$ cat config.mk
export PLATFORM = sky130hd
export DESIGN_NAME = lru_page_replacement_unit
export DESIGN_NICKNAME = d
export VERILOG_FILES = /design/src/hdl/lpr_pkg.sv /design/src/hdl/lpr_cell.sv /design/src/hdl/lru_page_replacement_unit.sv
export VERILOG_INCLUDE_DIRS = /design/src /design/src/hdl
export SDC_FILE = /design/constraint.sdc
export NUM_CORES = 2
export LEC_CHECK = 0
export BUFFER_PORTS_ARGS = -buffer_cell sky130_fd_sc_hd__buf_4
export CORE_UTILIZATION = 55
export DETAILED_ROUTE_END_ITERATION = 10
export PLACE_DENSITY = 0.81
export RECOVER_POWER = 100
export SLEW_MARGIN = 20
export SYNTH_ARGS = -nofsm -noshare
export SYNTH_HDL_FRONTEND = slang
export SYNTH_SLANG_ARGS = --single-unit
$ cat constraint.sdc
create_clock -name i_clk -period 5 [get_ports i_clk]
set_input_delay 1 -clock i_clk [delete_from_list [all_inputs] [get_ports i_clk]]
set_output_delay 1 -clock i_clk [all_outputs]
set_load 0.02 [all_outputs]
$ cat src/hdl/lru_page_replacement_unit_assert.svh
// ----------------------------------------------------------------------------
// lru_page_replacement_unit_assert
// Assertion macros shared by the LRU page replacement unit.
// ----------------------------------------------------------------------------
`ifndef LRU_PAGE_REPLACEMENT_UNIT_ASSERT_SVH
`define LRU_PAGE_REPLACEMENT_UNIT_ASSERT_SVH

// Same-cycle implication, disabled while reset is low.
`define LPR_ASSERT_NOW(label, clk, rst_n, ante, cons, msg) \
    label: assert property (@(posedge clk) disable iff (!rst_n) (ante) |-> (cons)) \
        else $error(msg);

// Next-cycle implication, disabled while reset is low.
`define LPR_ASSERT_NEXT(label, clk, rst_n, ante, cons, msg) \
    label: assert property (@(posedge clk) disable iff (!rst_n) (ante) |=> (cons)) \
        else $error(msg);

`endif

$ cat src/hdl/lpr_pkg.sv
// ----------------------------------------------------------------------------
// lpr_pkg
// Shared sizes and types of the LRU page replacement unit: the scan
// wave that travels through the frame cells and the update broadcast.
// ----------------------------------------------------------------------------
`default_nettype none

package lpr_pkg;

    localparam int FRAMES     = 16;
    localparam int PAGE_BITS  = 16;

    localparam int IDX_W      = (FRAMES > 1) ? $clog2(FRAMES) : 1;
    localparam int RANK_W     = IDX_W;
    localparam int ORANK_W    = RANK_W + 1;
    localparam int CNT_W      = $clog2(FRAMES + 1);
    localparam int CFG_W      = 5;
    localparam int PAGE_IO_W  = 16;
    localparam int FAULT_W    = 32;
    localparam int FRAME_IO_W = 4;
    localparam int IN_DATA_W  = 16;
    localparam int OUT_DATA_W = 56;
    localparam int OUT_USED_W = 1 + FRAME_IO_W + 1 + PAGE_IO_W + FAULT_W;
    localparam int OUT_PAD_W  = OUT_DATA_W - OUT_USED_W;

    localparam logic [CFG_W-1:0] CFG_RESET = CFG_W'(16);

    typedef logic [PAGE_BITS-1:0] t_page;
    typedef logic [IDX_W-1:0]     t_idx;
    typedef logic [RANK_W-1:0]    t_rank;
    typedef logic [ORANK_W-1:0]   t_orank;
    typedef logic [CNT_W-1:0]     t_cnt;

    localparam t_rank RANK_MAX  = t_rank'(FRAMES - 1);
    localparam t_orank RANK_NEW = t_orank'(FRAMES);

    // Partial search result carried from cell to cell.
    typedef struct packed {
        logic  vld;
        t_page page;
        logic  hit;
        t_idx  hit_idx;
        t_rank hit_rank;
        logic  empty;
        t_idx  empty_idx;
        logic  best_set;
        t_rank best_rank;
        t_idx  best_idx;
        t_page best_page;
    } t_carry;

    // Decision broadcast to every cell in the write cycle.
    typedef struct packed {
        logic   en;
        logic   fill;
        t_idx   frame;
        t_orank old_rank;
        t_page  page;
    } t_upd;

endpackage

`default_nettype wire

$ cat src/hdl/lpr_cell.sv
// ----------------------------------------------------------------------------
// lpr_cell
// One frame of the chain: holds page, valid bit and age rank, folds
// itself into the passing search wave and applies the update broadcast.
// ----------------------------------------------------------------------------
`default_nettype none

module lpr_cell (
    input  wire               i_clk,
    input  wire               i_rst_n,
    input  lpr_pkg::t_idx     i_cell_idx,
    input  lpr_pkg::t_cnt     i_frames,
    input  lpr_pkg::t_carry   i_carry,
    input  lpr_pkg::t_upd     i_upd,
    output lpr_pkg::t_carry   o_carry
);
    import lpr_pkg::*;

    t_page  r_page;
    logic   r_valid;
    t_rank  r_rank;
    t_carry r_carry;
    t_carry n_carry;
    logic   w_active;

    assign w_active = (CNT_W'(i_cell_idx) < i_frames);

    always_comb begin
        n_carry = i_carry;
        if (w_active && i_carry.vld) begin
            if (r_valid && (r_page == i_carry.page) && !i_carry.hit) begin
                n_carry.hit      = 1'b1;
                n_carry.hit_idx  = i_cell_idx;
                n_carry.hit_rank = r_rank;
            end
            if (!r_valid && !i_carry.empty) begin
                n_carry.empty     = 1'b1;
                n_carry.empty_idx = i_cell_idx;
            end
            // The first active frame seeds the oldest-frame search; later
            // frames replace it only with a strictly older rank.
            if (!i_carry.best_set || (r_rank > i_carry.best_rank)) begin
                n_carry.best_set  = 1'b1;
                n_carry.best_rank = r_rank;
                n_carry.best_idx  = i_cell_idx;
                n_carry.best_page = r_page;
            end
        end
    end

    always_ff @(posedge i_clk) begin
        if (!i_rst_n) begin
            r_carry.vld <= 1'b0;
        end else begin
            r_carry <= n_carry;
        end
    end

    always_ff @(posedge i_clk) begin
        if (!i_rst_n) begin
            r_valid <= 1'b0;
            r_rank  <= '0;
        end else if (i_upd.en && w_active) begin
            if (i_upd.frame == i_cell_idx) begin
                r_rank <= '0;
                if (i_upd.fill) begin
                    r_valid <= 1'b1;
                end
            end else if (r_valid && (ORANK_W'(r_rank) < i_upd.old_rank)
                         && (r_rank != RANK_MAX)) begin
                r_rank <= r_rank + 1'b1;
            end
        end
    end

    always_ff @(posedge i_clk) begin
        if (i_upd.en && w_active && (i_upd.frame == i_cell_idx) && i_upd.fill) begin
            r_page <= i_upd.page;
        end
    end

    assign o_carry = r_carry;

endmodule

`default_nettype wire

$ cat src/hdl/lru_page_replacement_unit.sv
// ----------------------------------------------------------------------------
// lru_page_replacement_unit
// Fully associative LRU page replacement over a chain of frame cells.
//
//   channel   direction  handshake            payload
//   s_axis    in         i_s_tvalid/o_s_tready page reference
//   m_axis    out        o_m_tvalid/i_m_tready hit, frame, eviction, faults
//   cfg       in         i_cfg_we             frames in use
//
// A request is registered at the head of the search wave and passes the cell
// chain one cell register at a time; the decision is registered before write-back,
// which registers the result; the next request is taken once the unit is idle again.
// The write-back cycle waits while the previous result is still held.
// Reset is synchronous and active low; it empties all frames, clears
// ranks and the fault count, and sets frames in use to 16.
// ----------------------------------------------------------------------------
`default_nettype none

`include "lru_page_replacement_unit_assert.svh"

module lru_page_replacement_unit (
    input  wire                              i_clk,
    input  wire                              i_rst_n,
    input  wire                              i_cfg_we,
    input  wire  [lpr_pkg::CFG_W-1:0]        i_cfg_wdata,
    input  wire                              i_s_tvalid,
    output logic                             o_s_tready,
    // [15:0] page_number
    input  wire  [lpr_pkg::IN_DATA_W-1:0]    i_s_tdata,
    output logic                             o_m_tvalid,
    input  wire                              i_m_tready,
    // [0] was_hit, [4:1] frame_used, [5] evicted_valid,
    // [21:6] evicted_page, [53:22] fault_total, [55:54] zero
    output logic [lpr_pkg::OUT_DATA_W-1:0]   o_m_tdata
);
    import lpr_pkg::*;

    typedef enum logic [2:0] {
        S_IDLE  = 3'b001,
        S_SCAN  = 3'b010,
        S_WRITE = 3'b100
    } t_state;

    t_state                r_state;
    logic [CFG_W-1:0]      r_cfg;
    t_cnt                  w_frames;
    t_carry                r_launch;
    t_carry                n_launch;
    t_carry                w_carry [FRAMES+1];
    t_carry                r_dec;
    t_upd                  w_upd;
    logic                  w_accept;
    logic                  w_go;
    logic                  w_evict;
    t_idx                  w_frame;
    logic [FAULT_W-1:0]    r_fault;
    logic [FAULT_W-1:0]    n_fault;
    logic                  r_out_vld;
    logic [OUT_DATA_W-1:0] r_out_data;

    always_comb begin
        if (r_cfg == '0) begin
            w_frames = t_cnt'(1);
        end else if (int'(r_cfg) > FRAMES) begin
            w_frames = t_cnt'(FRAMES);
        end else begin
            w_frames = t_cnt'(r_cfg);
        end
    end

    always_ff @(posedge i_clk) begin
        if (!i_rst_n) begin
            r_cfg <= CFG_RESET;
        end else if (i_cfg_we) begin
            r_cfg <= i_cfg_wdata;
        end
    end

    assign o_s_tready = (r_state == S_IDLE);
    assign w_accept   = i_s_tvalid && o_s_tready;
    assign w_go       = (r_state == S_WRITE) && (!r_out_vld || i_m_tready);

    always_ff @(posedge i_clk) begin
        if (!i_rst_n) begin
            r_state <= S_IDLE;
        end else begin
            unique case (r_state)
                S_IDLE: begin
                    if (w_accept) r_state <= S_SCAN;
                end
                S_SCAN: begin
                    if (w_carry[FRAMES].vld) r_state <= S_WRITE;
                end
                S_WRITE: begin
                    if (w_go) r_state <= S_IDLE;
                end
                default: r_state <= S_IDLE;
            endcase
        end
    end

    // Head of the search wave; only page and vld matter at entry.
    always_comb begin
        n_launch      = '0;
        n_launch.vld  = w_accept;
        n_launch.page = i_s_tdata[PAGE_BITS-1:0];
    end

    always_ff @(posedge i_clk) begin
        if (!i_rst_n) begin
            r_launch.vld <= 1'b0;
        end else begin
            r_launch <= n_launch;
        end
    end

    assign w_carry[0] = r_launch;

    for (genvar i = 0; i < FRAMES; i++) begin : g_cell
        lpr_cell u_cell (
            .i_clk      (i_clk),
            .i_rst_n    (i_rst_n),
            .i_cell_idx (t_idx'(i)),
            .i_frames   (w_frames),
            .i_carry    (w_carry[i]),
            .i_upd      (w_upd),
            .o_carry    (w_carry[i+1])
        );
    end

    always_ff @(posedge i_clk) begin
        if ((r_state == S_SCAN) && w_carry[FRAMES].vld) begin
            r_dec <= w_carry[FRAMES];
        end
    end

    assign w_evict = !r_dec.hit && !r_dec.empty;

    always_comb begin
        if (r_dec.hit) begin
            w_frame = r_dec.hit_idx;
        end else if (r_dec.empty) begin
            w_frame = r_dec.empty_idx;
        end else begin
            w_frame = r_dec.best_idx;
        end
    end

    always_comb begin
        w_upd.en       = w_go;
        w_upd.fill     = !r_dec.hit;
        w_upd.frame    = w_frame;
        w_upd.old_rank = r_dec.hit ? ORANK_W'(r_dec.hit_rank) : RANK_NEW;
        w_upd.page     = r_dec.page;
    end

    assign n_fault = (!r_dec.hit && (r_fault != '1)) ? r_fault + 1'b1 : r_fault;

    always_ff @(posedge i_clk) begin
        if (!i_rst_n) begin
            r_fault <= '0;
        end else if (w_go) begin
            r_fault <= n_fault;
        end
    end

    always_ff @(posedge i_clk) begin
        if (!i_rst_n) begin
            r_out_vld <= 1'b0;
        end else if (w_go) begin
            r_out_vld <= 1'b1;
        end else if (i_m_tready) begin
            r_out_vld <= 1'b0;
        end
    end

    always_ff @(posedge i_clk) begin
        if (w_go) begin
            r_out_data <= {{OUT_PAD_W{1'b0}},
                           n_fault,
                           w_evict ? PAGE_IO_W'(r_dec.best_page) : PAGE_IO_W'(0),
                           w_evict,
                           FRAME_IO_W'(w_frame),
                           r_dec.hit};
        end
    end

    assign o_m_tvalid = r_out_vld;
    assign o_m_tdata  = r_out_data;

    `LPR_ASSERT_NOW(a_tail_in_scan, i_clk, i_rst_n, w_carry[FRAMES].vld,
        r_state == S_SCAN, "search wave left the chain outside the scan state")
    `LPR_ASSERT_NEXT(a_accept_launch, i_clk, i_rst_n, w_accept,
        (r_state == S_SCAN) && r_launch.vld, "accepted request did not launch a search")
    `LPR_ASSERT_NEXT(a_hit_no_fault, i_clk, i_rst_n, w_go && r_dec.hit,
        $stable(r_fault), "fault count changed on a hit")
    `LPR_ASSERT_NEXT(a_miss_counts, i_clk, i_rst_n, w_go && !r_dec.hit && (r_fault != '1),
        r_fault == $past(r_fault) + 1'b1, "fault count did not advance on a miss")

endmodule

`default_nettype wire
==> impl_metrics.tcl <==
set metrics [dict create \
    postLayoutCoreUtil_pct 61.8 \
    synth_seq_area_share_pct 69.6 \
    cp.required_ns 5.59 \
    tns_ns 0 \
    dp_cells 5043 \
    start_kind "flop" \
    multi_input_area_um2 16100 \
    endpoint_kind "flop" \
    diodes 0 \
    drtIter0Drc 2831 \
    syn_avg_cell_area_um2 15.2 \
    drc_errors 0 \
    yosys-top-cells-area "edfxtp_1 (65%), mux2_2 (6.8%), dfxtp_1 (4.9%), ha_1 (2.8%), xnor2_1 (2.6%)" \
    yosysWarnings 0 \
    p_leak_nw 21.3 \
    syn2layout_area_growth_pct 10.9 \
    numCtsBuffers 133 \
    ir_worst_vdd_mv 0.363 \
    hold_path_class "flop to flop" \
    drv_slew 713 \
    grt_first_pass_wirelength_um 172000 \
    routabilityCongestion 0.880 \
    die_y_um 321 \
    ant_nets 0 \
    grt_usage_pct 21.7 \
    cts.sinks 1344 \
    synth.distinct_cells 78 \
    status "finished with violations" \
    power_per_cell_area_nw_per_um2 376 \
    synth_common_cells "edfxtp_1 (1206), mux2_2 (339), nand2_1 (171), xnor2_1 (167), dfxtp_1 (138)" \
    violations "max-capacitance violations, max-slew violations" \
    critical_path_class "flop to flop" \
    die_w_um 321 \
    crit_arrival_ns 4.86 \
    syn-instance-count 3671 \
    grt_max_degree 155 \
    row_count 116 \
    final_nets 3972 \
    h-tree-depth 4 \
    synth-compound-area-share_pct 4.40 \
    vias 30500 \
    overflow 0 \
    wl_per_cell_um 21.2 \
    dr.pass1.iters 8 \
    synth_edf_count 1206 \
    io_buffers 81 \
    whs_ns 0.415 \
    stdcell_count 5285 \
    maxCapViolCount 13 \
    post-dp-hpwl_um 76400 \
    start_util_pct 55.7 \
    grt_setup_unrepaired "no" \
    clock_latency_ns 0.74 \
    fin_crit_sh_pct 85.3 \
    drive_gt1_share_pct 15.9 \
    wl_met2_um 58000 \
    yosys.area.top_type "edfxtp_1" \
    cts.repair.resized 0 \
    hold_viol_final 0 \
    ff_latch_area_um2 39000 \
    netlist_area_um2 56000 \
    finClkSkew_ns 0.0312 \
    tritoncts "yes" \
    finalSetupViolations 0 \
    routed_wl_um 112000 \
    period_minus_slack_ns 4.27 \
    synth.ff_latch_count 1344 \
    dpl-instance-area_um2 58400 \
    synth-xor-area-share_pct 4.63 \
    muxShareOfSynthArea_pct 7.17 \
    vias_per_cell 5.77 \
    antenna_found_initial 0 \
    met1_length_um 44200 \
    routed.top_layer "met4" \
    nFillCells 7104 \
    synthAdderAreaFrac_pct 2.79 \
    synth.most_common_cell "edfxtp_1" \
    async_reset_ff_share_pct 0 \
    first_global_vias 30700 \
    coreArea_um2 100000 \
    ys.flop_type "edfxtp_1" \
    synth_simple_gate_area_share_pct 9.73 \
    io-pin-count 84 \
    cts_hold_buf 0 \
    clk_path_buf_depth 3 \
    timing.slew.headroom_pct -151 \
    die_area_um2 103000 \
    yosys.area.top_type_share_pct 64.7 \
    fin_area_um2 62100 \
    crit_fanout 17 \
    postCtsSetupRepairBufs 0 \
    worstMarginPinSlew_ns 3.76 \
    dr_wl_met3_um 5880 \
    max_freq_mhz 234 \
    cts-root-buf "clkbuf_16" \
    synth_top_family_by_area "simple AND/OR/NAND/NOR gates" \
    clk_pin_slew_ns 0.06 \
]
power breakdown:
part	leakage (nW)	internal, mW	switching, mW
clock	2.05	5.59	4.10
combinational	6.53	0.311	0.411
sequential	12.7	12.7	0.216
flip-flops by register name (all words and copies together), names as in the netlist:
name                   flops
r_launch                  17
r_dec                     50
r_fault                   32
r_state                    3
o_m_tdata                 54
g_cell.u_cell.r_page     256
r_cfg                      5
g_cell.u_cell.r_valid     16
g_cell.u_cell.o_carry    846
g_cell.u_cell.r_rank      64
o_m_tvalid                 1
worst max-delay path, stage by stage, from the launching register on:
cell	delay, ns
edfxtp_1	0.46
mux2i_1	0.63
mux2_1	0.65
clkinv_1	0.78
nand4_1	0.62
nor3_1	0.08
clkbuf_1	0.54
o21a_1	0.36
path summary, 6_finish.rpt:
kind	startpoint	to	slack, ns	cells past startpoint
max reg2reg	r_dec[29]	g_cell[14].u_cell.r_valid	0.73	7
min reg2reg	g_cell[15].u_cell.o_carry[16]	r_dec[16]	0.41	0
max	r_dec[29]	g_cell[14].u_cell.r_valid	0.73	7
min	g_cell[15].u_cell.o_carry[16]	r_dec[16]	0.41	0
area by class of cell:
cell class	instances	share of cell area, %
Clock inverter	58	0.861
Tap cell	1357	2.74
Sequential cell	1344	62.8
Inverter	107	0.647
Clock buffer	184	5.94
Timing Repair Buffer	134	1.13
Multi-Input combinational cell	2101	25.9
cell usage in the layout (no fill, tap or decap), types with 54 or more instances in the layout:
cell / netlist / routed
clkbuf_1: 72 / 128
nand4_1: 83 / 83
ha_1: 125 / 125
xor2_1: 129 / 129
nor2b_1: 76 / 76
dfxtp_1: 138 / 138
inv_1: 103 / 104
clkbuf_16: 0 / 137
mux2_2: 339 / 328
nand2_1: 171 / 171
nand3_1: 119 / 119
o21ai_0: 61 / 63
nor3_1: 56 / 54
edfxtp_1: 1206 / 1206
xnor2_1: 167 / 167
nor2_1: 89 / 89
nand2b_1: 60 / 60
routing by layer:
| layer | up-vias | global-route usage, % |
|---|---|---|
| li1 | 14300 | - |
| met5 | - | 0 |
| met3 | 239 | 3.05 |
| met2 | 1003 | 38.8 |
| met1 | 15000 | 26.3 |
| met4 | 0 | 9.37 |
per-stage QoR:
stage / power, mW / setup slack [ns]
floorplan: 13.5 / 0.330
global placement: 13.8 / 1.27
detailed placement: 13.8 / 1.19
CTS: 23.4 / 1.31
global route: 24.0 / 0.544
finish: 23.3 / 0.733
cells by family (layout without fill, tap and decap cells):
logic type                 after synthesis  in the layout
other                                    1              2
AOI/OAI and AO/OA                      353            353
adders and majority gates              125            125
and+or+nand+nor                        968            968
xor gates and xnor gates               296            296
buffers and inverters                  227            483
muxes                                  357            357
DFF                                   1344           1344
Power figures use the tool's default switching activity.
